[config.mk]
export PLATFORM = sky130hd
export DESIGN_NAME = wildcard_regex_matcher_core
export DESIGN_NICKNAME = d
export VERILOG_FILES = /design/src/wrm_pkg.sv /design/src/wrm_cell.sv /design/src/wildcard_regex_matcher_core.sv
export SDC_FILE = /design/constraint.sdc
export NUM_CORES = 1
export LEC_CHECK = 0
export ABC_AREA = 1
export BUFFER_PORTS_ARGS = -buffer_cell sky130_fd_sc_hd__buf_2
export CELL_PAD_IN_SITES_DETAIL_PLACEMENT = 1
export CELL_PAD_IN_SITES_GLOBAL_PLACEMENT = 2
export CORE_ASPECT_RATIO = 0.8
export CORE_MARGIN = 2
export CORE_UTILIZATION = 33
export CTS_CLUSTER_SIZE = 20
export DETAILED_ROUTE_END_ITERATION = 8
export PLACE_DENSITY_LB_ADDON = 0.1
export SETUP_SLACK_MARGIN = 0.4
export SLEW_MARGIN = 20
export SYNTH_ARGS = -nofsm -noshare
export SYNTH_HDL_FRONTEND = slang
export SYNTH_SLANG_ARGS = --single-unit
[constraint.sdc]
create_clock -name clk -period 7 [get_ports clk]
set_input_delay 1.4 -clock clk [delete_from_list [all_inputs] [get_ports clk]]
set_output_delay 1.4 -clock clk [all_outputs]
set_load 0.02 [all_outputs]
[src/wrm_pkg.sv]
`timescale 1ns / 1ps
// Shared types and constants for the wildcard regex matcher.
// No dependencies; used by wrm_cell and wildcard_regex_matcher_core.
package wrm_pkg;

  localparam logic [7:0] STAR_BYTE = 8'h2A;
  localparam logic [7:0] DOT_BYTE  = 8'h2E;

  localparam logic [1:0] FUNC_CLEAR  = 2'd0;
  localparam logic [1:0] FUNC_APPEND = 2'd1;
  localparam logic [1:0] FUNC_TEXT   = 2'd2;
  localparam logic [1:0] FUNC_END    = 2'd3;

  localparam logic [2:0] CELL_HOLD   = 3'd0;
  localparam logic [2:0] CELL_CLEAR  = 3'd1;
  localparam logic [2:0] CELL_REARM  = 3'd2;
  localparam logic [2:0] CELL_STEP   = 3'd3;
  localparam logic [2:0] CELL_SETTLE = 3'd4;

  typedef struct packed {
    logic [2:0] op;
    logic [7:0] sym;
  } cell_ctrl_t;

endpackage

[src/wrm_cell.sv]
`timescale 1ns / 1ps
// One pattern column: holds a pattern byte, its valid bit and its match bit.
// Depends on wrm_pkg.
module wrm_cell (
  input  logic              clk,
  input  logic              rst,
  input  wrm_pkg::cell_ctrl_t ctrl,
  input  logic              wr,
  input  logic [7:0]        prev_pat,
  input  logic              prev_hit,
  input  logic              prev2_hit,
  output logic [7:0]        pat,
  output logic              hit,
  output logic              changed
);
  import wrm_pkg::*;

  logic valid;
  logic is_star;
  logic rep_ok;
  logic lit_ok;
  logic step_hit;
  logic settle_hit;

  assign is_star    = (pat == STAR_BYTE);
  assign rep_ok     = (prev_pat == DOT_BYTE) || (prev_pat == ctrl.sym);
  assign lit_ok     = (pat == DOT_BYTE) || (pat == ctrl.sym);
  assign step_hit   = valid & (is_star ? (rep_ok & hit) : (lit_ok & prev_hit));
  assign settle_hit = hit | (valid & is_star & prev2_hit);
  assign changed    = (ctrl.op == CELL_SETTLE) && (settle_hit != hit);

  always_ff @(posedge clk) begin
    if (ctrl.op == CELL_REARM && wr) begin
      pat <= ctrl.sym;
    end
  end

  always_ff @(posedge clk) begin
    if (rst) begin
      valid <= 1'b0;
      hit   <= 1'b0;
    end else begin
      case (ctrl.op)
        CELL_CLEAR: begin
          valid <= 1'b0;
          hit   <= 1'b0;
        end
        CELL_REARM: begin
          hit <= 1'b0;
          if (wr) begin
            valid <= 1'b1;
          end
        end
        CELL_STEP:   hit <= step_hit;
        CELL_SETTLE: hit <= settle_hit;
        default: ;
      endcase
    end
  end

endmodule

[src/wildcard_regex_matcher_core.sv]
`timescale 1ns / 1ps
// Top level of the wildcard regex matcher: control, length, row bit zero, results.
// Depends on wrm_pkg and wrm_cell.
//
//  channel  | handshake                  | payload
//  ---------+----------------------------+--------------------------
//  item     | item_valid / item_ready    | func[1:0], symbol[7:0]
//  result   | result_valid / result_ready| matched, pattern_overflow
//
// Each transaction loads or steps the row of cells, then stays in ST_SETTLE while
// any cell changes; each settle step extends firing chains of stars by one link,
// and such a chain has at most PATTERN_MAX/2 links.
// Reset clears the length, overflow flag, cell valid bits and sets row bit zero.
// A waiting result stalls only an end-of-text transaction.
module wildcard_regex_matcher_core #(
  parameter int PATTERN_MAX = 32
) (
  input  logic       clk,
  input  logic       rst,
  input  logic       item_valid,
  output logic       item_ready,
  input  logic [1:0] func,
  input  logic [7:0] symbol,
  output logic       result_valid,
  input  logic       result_ready,
  output logic       matched,
  output logic       pattern_overflow
);
  import wrm_pkg::*;

  localparam int LenW = $clog2(PATTERN_MAX + 1);
  localparam logic ST_IDLE   = 1'b0;
  localparam logic ST_SETTLE = 1'b1;

  logic                  state;
  logic [LenW-1:0]       length;
  logic                  overflow;
  logic                  hit0;
  logic [PATTERN_MAX:0]  row;
  logic [PATTERN_MAX:1]  changed;
  logic [7:0]            pats [PATTERN_MAX:0];
  logic                  accept;
  logic                  full;
  cell_ctrl_t            ctrl;

  assign full       = (length == LenW'(PATTERN_MAX));
  assign item_ready = (state == ST_IDLE) &&
                      ((func != FUNC_END) || !result_valid || result_ready);
  assign accept     = item_valid && item_ready;
  assign row[0]     = hit0;
  assign pats[0]    = 8'h00;

  always_comb begin
    ctrl.sym = symbol;
    ctrl.op  = CELL_HOLD;
    if (state == ST_SETTLE) begin
      ctrl.op = CELL_SETTLE;
    end else if (accept) begin
      unique case (func)
        FUNC_CLEAR:  ctrl.op = CELL_CLEAR;
        FUNC_APPEND: ctrl.op = CELL_REARM;
        FUNC_TEXT:   ctrl.op = CELL_STEP;
        FUNC_END:    ctrl.op = CELL_REARM;
        default:     ctrl.op = CELL_HOLD;
      endcase
    end
  end

  for (genvar j = 1; j <= PATTERN_MAX; j++) begin : g_cell
    logic wr;
    logic prev2;
    assign wr = (func == FUNC_APPEND) && (length == LenW'(j - 1));
    if (j == 1) begin : g_first
      assign prev2 = 1'b0;
    end else begin : g_rest
      assign prev2 = row[j-2];
    end
    wrm_cell u_cell (
      .clk      (clk),
      .rst      (rst),
      .ctrl     (ctrl),
      .wr       (wr),
      .prev_pat (pats[j-1]),
      .prev_hit (row[j-1]),
      .prev2_hit(prev2),
      .pat      (pats[j]),
      .hit      (row[j]),
      .changed  (changed[j])
    );
  end

  always_ff @(posedge clk) begin
    if (accept && func == FUNC_END) begin
      matched          <= row[length];
      pattern_overflow <= overflow;
    end
  end

  always_ff @(posedge clk) begin
    if (rst) begin
      state        <= ST_IDLE;
      length       <= '0;
      overflow     <= 1'b0;
      hit0         <= 1'b1;
      result_valid <= 1'b0;
    end else begin
      if (accept && func == FUNC_END) begin
        result_valid <= 1'b1;
      end else if (result_valid && result_ready) begin
        result_valid <= 1'b0;
      end
      unique case (state)
        ST_IDLE: begin
          if (accept) begin
            state <= ST_SETTLE;
            hit0  <= (func != FUNC_TEXT);
            case (func)
              FUNC_CLEAR: begin
                length   <= '0;
                overflow <= 1'b0;
              end
              FUNC_APPEND: begin
                if (full) begin
                  overflow <= 1'b1;
                end else begin
                  length <= length + 1'b1;
                end
              end
              default: ;
            endcase
          end
        end
        ST_SETTLE: begin
          if (!(|changed)) begin
            state <= ST_IDLE;
          end
        end
        default: state <= ST_IDLE;
      endcase
    end
  end

  a_no_accept_settle: assert property (@(posedge clk) disable iff (rst)
    state == ST_SETTLE |-> !item_ready)
    else $error("item accepted while row settles");

  a_length_bound: assert property (@(posedge clk) disable iff (rst)
    length <= LenW'(PATTERN_MAX))
    else $error("pattern length beyond capacity");

  a_end_gives_result: assert property (@(posedge clk) disable iff (rst)
    accept && func == FUNC_END |=> result_valid)
    else $error("end of text gave no result");

  a_text_clears_hit0: assert property (@(posedge clk) disable iff (rst)
    accept && func == FUNC_TEXT |=> !hit0)
    else $error("row bit zero set after text byte");

endmodule
==> results.md, run 1 <==
* Status: finished clean
* Top-area cell type share of the netlist area at 0.436
* Syn avg cell area at 8.27 um2
* Worst-Skew Late Latency at 560 ps
* CTS resizes at 0
* CP top delay family: buffers and inverters
* Fin Setup TNS at 0 ps
* GRT Residual Overflow at 0
* TritonCTS clock tree: built
* Synth-to-Final Area Change at 12.5%
* CP Cell Sequence: buf_2 -> nand2_1 -> inv_2 -> a21oi_4 -> buf_2
* Initial Util at 0.332
* Hold Crit Start: g_cell[30].u_cell.valid
* Yosys reg bits at 332
* Total wire length at 59000 um
* Critical setup path kind: input pin to output pin
* Root Buffer: clkbuf_16
* Worst Setup SP: func[1]
* # placed instances at 2834
* CTS clk-pin slew, worst paths at 60 ps
* Layout Nets at 2191
* Routed vias at approximately 14000
* Row cnt at 76
* EDFF count, synth at 258
* Max-slew headroom at 0.336
* First-pass GRT wire length at about 90000 um
* Die area at about 56000 um2
* TritonRoute pass-1 iters at 5
* Wirelength per Cell at around 20 um
* Post-CTS setup buffer count at 0
* Die X at roughly 260 um
* R2R Path Start: length[0]
* Synth warn at 0
* Worst Skew at about 15 ps
* Placed cell areas at 18700 um2
* Ys flop type: edfxtp_1
* Post-Syn Nets at 2168
* Library cells used by synthesis at 34
* Synth Cell Area at 17800 um2
* Initial antenna violation count at 1
* Sequential area share after synthesis at 0.519
* Io pins at 18
* CP Max Fanout at 4
* Data arrival, critical path at 2080 ps
* Most common cell in the netlist: nand2_1
* Fin cells at between 2000 and 3000
* Iter 0 DRT Violations at 747
* CP peak stage delay at 220 ps
* Most frequent CP cell: buf_2
* Max Slew Vio Count at 0
* H-tree levels at 2
* Worst setup EP type: output pin
* Core box area at around 54000 um2
* CTS Sinks at 332
* CP Data Required Time at 5600 ps
* Worst min path class: flop to flop
* Post-synth top cells: 677 x nand2_1, 324 x inv_1, 258 x edfxtp_1
* Layout cell share with drive strength beyond 1 at 0.0581
* Design area at 20000 um2
* CTS hold repair buffers at 0
* Vias/cell at about 4.8
* Setup slack at placement at between 3000 and 4000 ps
* Crit path buf inv count at 3
* CP max-delay cell: buf_2
* Die height at 212 um
* GRT Total Usage at 0.215
* Fin worst setup slack at 3520 ps
* Placer Congestion at approximately 0.84
* Final setup violation count at 0
* Peak VDD IR at roughly 0.00016 V
* CTS Buf Count at 39
* Final period utilization at 0.498
* Vias in the first global route at between 10000 and 15000
* Pwr Density at 225 nW/um2
* Startpoint types: input pin
* Area contributors post-synth: edfxtp_1 44%, nand2_1 14%, xnor2_1 8.4%
* Min cycle time layout at 3480 ps
* Yosys top cell by area: edfxtp_1
* HPWL after detailed placement at 41000 um
* Cell count after synthesis at 2150
* Worst-margin pin slew at just under 1000 ps
* Highest clock rate at about 290 MHz
* I/O Buffers at 17
* Largest net degree at the start of global routing at 40
* Pleak at 8.22 nW
* Clk buf depth at 3
* DR DRC count at 0
* Hold Vio Cnt, Final at 0
* RSZ-0062 raised after global routing: no
* Async SR Flop Fraction at 0
* Remaining antenna violation count at 0
* Max-cap violation count at 0
[area by class of cell]
class / count / area (um2)
diodes: 1 / 2.50
clock buffers: 52 / 1120
clock inverters: 19 / 188
fillers: 6311 / 33500
inverters: 330 / 1240
multi-input cells: 1428 / 7050
flip-flops and latches: 332 / 9230
well taps: 702 / 878
repair buffers: 42 / 293
[final timing paths]
check                       endpoint  slack [ps]  cells after the start
max                       item_ready        3520                      5
min          g_cell[30].u_cell.valid         480                      2
max reg2reg                length[5]        3530                     10
min reg2reg  g_cell[30].u_cell.valid         480                      2
[state kept, by name (all words and copies together), names as in the netlist]
register,flops
overflow,1
state,1
matched,1
pattern_overflow,1
g_cell.u_cell.pat,256
g_cell.u_cell.hit,32
length,6
g_cell.prev2,1
result_valid,1
g_cell.u_cell.valid,32
[tightest hold or removal path: cells and delay by family (launching register included)]
family           cells  cell delay, ps
flip-flops           1             330
AND/OR/NAND/NOR      2             110
[per-stage QoR]
stage	hold WS, ps	total power, W	util
after floorplan	409	0.00233	-
after global routing	506	0.00466	0.373
final	483	0.00450	0.374
after detailed placement	470	0.00245	0.349
after CTS	481	0.00457	0.373
after global placement	461	0.00245	0.349
[report_power, final]
part / leakage, nW / switching [W] / internal, W / total (W)
clock network: 0.649 / 0.000830 / 0.00127 / 0.00210
registers: 2.92 / 0.00000952 / 0.00213 / 0.00214
logic: 4.66 / 0.000195 / 0.0000723 / 0.000267
total: 8.22 / 0.00103 / 0.00346 / 0.00450
[per-layer routing]
| metal | global-route usage | vias to the layer above | part of all wire |
|---|---|---|---|
| li1 | - | 6929 | - |
| met1 | 0.310 | 6801 | 0.51 |
| met2 | 0.335 | 207 | 0.43 |
| met3 | 0.0308 | 72 | 0.035 |
| met4 | 0.0642 | 0 | 0.024 |
| met5 | 0 | - | 0 |
[layout by cell type (no fill, tap or decap), types with 4 or more instances in the layout]
| cell type | instances |
|---|---|
| a21oi_1 | 53 |
| a22o_1 | 5 |
| buf_2 | 9 |
| buf_4 | 33 |
| bufinv_16 | 4 |
| clkbuf_1 | 7 |
| clkbuf_16 | 42 |
| clkinv_1 | 8 |
| clkinv_2 | 10 |
| dfxtp_1 | 74 |
| edfxtp_1 | 258 |
| ha_1 | 4 |
| inv_1 | 324 |
| nand2_1 | 677 |
| nand3_1 | 85 |
| nand3b_1 | 7 |
| nand4_1 | 85 |
| nor2_1 | 173 |
| nor3_1 | 34 |
| o21ai_0 | 87 |
| o22ai_1 | 9 |
| o32ai_1 | 4 |
| or2_2 | 12 |
| xnor2_1 | 170 |
| xor2_1 | 6 |
[logic make-up (layout without fill, tap and decap cells)]
family / count (synthesis) / in the layout / share of synthesized area
and+or+nand+nor: 1087 / 1087 / 0.257
buffers and inverters: 390 / 443 / 0.0861
DFF: 332 / 332 / 0.519
xor gates and xnor gates: 176 / 176 / 0.0867
AOI/OAI and AO/OA: 161 / 161 / 0.0488
adders and majority gates: 4 / 4 / 0.00282
other: 0 / 1 / 0
(Power assumes the default switching activity.)
==> inputs of run 2 (changes only) <==
==> constraint.sdc (replaced) <==
create_clock -name clk -period 3.1 [get_ports clk]
set_input_delay 0.62 -clock clk [delete_from_list [all_inputs] [get_ports clk]]
set_output_delay 0.62 -clock clk [all_outputs]
set_load 0.02 [all_outputs]
==> results.md, run 2 (same netlist as run 1, synthesis figures left out) <==
* Root Buffer: clkbuf_16 (unchanged)
* Worst setup EP type: flop (was output pin)
* Row cnt at 76 (unchanged)
* CTS Sinks at 332 (unchanged)
* Critical setup path kind: flop to flop (was input pin to output pin)
* TritonRoute pass-1 iters at 5 (unchanged)
* I/O Buffers at 17 (unchanged)
* Status: finished clean (unchanged)
* Wirelength per Cell at 20.2 um (was 20.3 um)
* CTS hold repair buffers at 0 (unchanged)
* # placed instances at 2871 (was 2834)
* Int Pwr at 0.00772 W (was 0.00346 W)
* Placer Congestion at 0.862 (was 0.837)
* Worst Setup SP: length[0] (was func[1])
* Met2 Resource Use GR at 0.348 (was 0.335)
* Initial Util at 0.332 (unchanged)
* TritonCTS clock tree: built (unchanged)
* CP max-delay cell: dfxtp_1 (was buf_2)
* Max-slew headroom at 0.442 (was 0.336)
* Remaining antenna violation count at 0 (unchanged)
* Worst-margin pin slew at 831 ps (was 994 ps)
* Net Switching at 0.00239 W (was 0.00103 W)
* Vias/cell at 4.85 (was 4.82)
* R2R Path End: g_cell[23].u_cell.pat[7] (was length[5])
* Worst-Skew Late Latency at 570 ps (was 560 ps)
* Fin Setup TNS at 0 ps (unchanged)
* Vias in the first global route at 14754 (was 14475)
* CTS resizes at 0 (unchanged)
* First-pass GRT wire length at 90600 um (was 89700 um)
* Layout cell share with drive strength beyond 1 at 0.0727 (was 0.0581)
* Routed vias at 14270 (was 14009)
* Largest Register: g_cell.u_cell.pat (unchanged)
* CTS Buf Count at 40 (was 39)
* Max reg flops at 256 (unchanged)
* Hold Vio Cnt, Final at 0 (unchanged)
* Register-to-register setup slack at 640 ps (was 3530 ps)
* ANT cells at 0 (was 1)
* Pleak at 8.41 nW (was 8.22 nW)
* Die height at 212 um (unchanged)
* H-tree levels at 2 (unchanged)
* Sequential share of power at 0.476 (was 0.475)
* Pwr Density at 497 nW/um2 (was 225 nW/um2)
* Clk pwr share at 0.459 (was 0.466)
* Max Slew Vio Count at 0 (unchanged)
* Final period utilization at 0.793
* Io pins at 18 (unchanged)
* Most common cell after layout, fill and taps aside: nand2_1 (unchanged)
* RSZ-0062 raised after global routing: no (unchanged)
* GRT Total Usage at 0.217 (was 0.215)
* Max-cap violation count at 0 (unchanged)
* Final hold slack at 355 ps (was 483 ps)
* Sw frac at 0.236 (was 0.230)
* GRT Residual Overflow at 0 (unchanged)
* Die area at 55800 um2 (unchanged)
* Final setup violation count at 0 (unchanged)
* Layout Nets at 2229 (was 2191)
* Peak VDD IR at 0.000430 V (was 0.000161 V)
* Post-CTS setup buffer count at 0 (unchanged)
* Min cycle time layout at 2460 ps
* Cell count of the worst reg-to-reg path at 7 (was 10)
* CTS clk-pin slew, worst paths at 60 ps (about the same)
* Initial antenna violation count at 2 (was 1)
* Largest net degree at the start of global routing at 39 (was 40)
* Iter 0 DRT Violations at 791 (was 747)
* Die X at 264 um (unchanged)
* Most frequent cells in the layout: 677 x nand2_1, 324 x inv_1, 258 x edfxtp_1, 173 x nor2_1, 170 x xnor2_1 (unchanged)
* GR Util met1 at 0.305 (was 0.310)
* DR DRC count at 0 (unchanged)
* Highest clock rate at 407 MHz
* CP peak stage delay at 510 ps (was 220 ps)
* Fin cells at 2945 (was 2906)
* Data arrival, critical path at 2690 ps (was 2080 ps)
* Startpoint types: flop (was input pin)
* CP Data Required Time at 3330 ps (was 5600 ps)
* Most frequent CP cell: inv_1 (was buf_2)
* Most Crowded Layer GR: met2 (unchanged)
* R2R Path Start: length[0] (unchanged)
* Met3 Usage GRT at 0.0329 (was 0.0308)
* Core box area at 53500 um2 (unchanged)
* Total wire length at 59500 um (was 59000 um)
* Worst Skew at 18.5 ps (was 14.9 ps)
* HPWL after detailed placement at 43300 um (was 41000 um)
* CP Max Fanout at 21 (was 4)
* Biggest regs: g_cell.u_cell.pat (256), g_cell.u_cell.hit (32), g_cell.u_cell.valid (32) (unchanged)
* Setup crit end: g_cell[23].u_cell.pat[7] (was item_ready)
* Clk buf depth at 3 (unchanged)
* Worst min path class: input pin to flop (was flop to flop)
* Synth-to-Final Area Change at 14.4% (was 12.5%)
* Combinational power share at 0.065 (was 0.059)
* CP Cell Sequence: inv_1 -> buf_4 -> ha_1 -> inv_1 -> nor2_1 -> nand2_1 -> inv_1 (was buf_2 -> nand2_1 -> inv_2 -> a21oi_4 -> buf_2)
[run 2: cell count changes in the layout (fill, tap and decap cells not counted), sizes merged]
cell / change
buf: +37
bufinv: -1
clkbuf: +4
clkinv: -3
clkinvlp: +1
diode: -1
inv: +2
[run 2: per-layer routing]
layer	part of all wire	up-vias
met5	0	-
met4	0.019	0
met3	0.041	68
met2	0.45	255
met1	0.49	6943
li1	-	7004
[run 2: worst max-delay path, delay by kind of cell, from the launching register on]
kind | cells | cell delay [ps]
fa+ha+maj | 1 | 190
flops | 1 | 510
simple gates | 2 | 560
buf+inv | 4 | 850
[run 2: worst min path at each step]
| stage | from | end | slack [ps] | cells after the start |
|---|---|---|---|---|
| after floorplan | overflow | pattern_overflow | 410 | 0 |
| after global placement | overflow | pattern_overflow | 420 | 0 |
| after detailed placement | overflow | pattern_overflow | 440 | 0 |
| after CTS | symbol[5] | g_cell[26].u_cell.pat[5] | 330 | 1 |
| after global routing | symbol[5] | g_cell[26].u_cell.pat[5] | 350 | 1 |
| final | symbol[5] | g_cell[26].u_cell.pat[5] | 350 | 1 |
[run 2: final cells by class]
| type | instances | area (um2) |
|---|---|---|
| Clock buffer | 56 | 1090 |
| Tap cell | 702 | 878 |
| Clock inverter | 18 | 170 |
| Inverter | 330 | 1240 |
| Sequential cell | 332 | 9230 |
| Fill cell | 6321 | 33200 |
| Timing Repair Buffer | 79 | 683 |
| Multi-Input combinational cell | 1428 | 7040 |
[run 2: metrics by stage]
step           cell area [um2]  worst slack [ps]   util  power [W]
6_report                 20300               642  0.380     0.0101
5_1_grt                  20300               557  0.380     0.0105
4_1_cts                  20300               695  0.380     0.0103
3_5_place_dp             19100               407  0.356    0.00557
3_3_place_gp             19100               400  0.356    0.00556
2_1_floorplan            17800               498      -    0.00526
[run 2: power by group through the flow]
stage	logic, W	registers [W]	clock network [W]
2_1_floorplan	0.000355	0.00490	0
3_3_place_gp	0.000654	0.00491	0
3_5_place_dp	0.000664	0.00491	0
4_1_cts	0.000666	0.00481	0.00478
5_1_grt	0.000718	0.00481	0.00493
6_report	0.000654	0.00481	0.00464
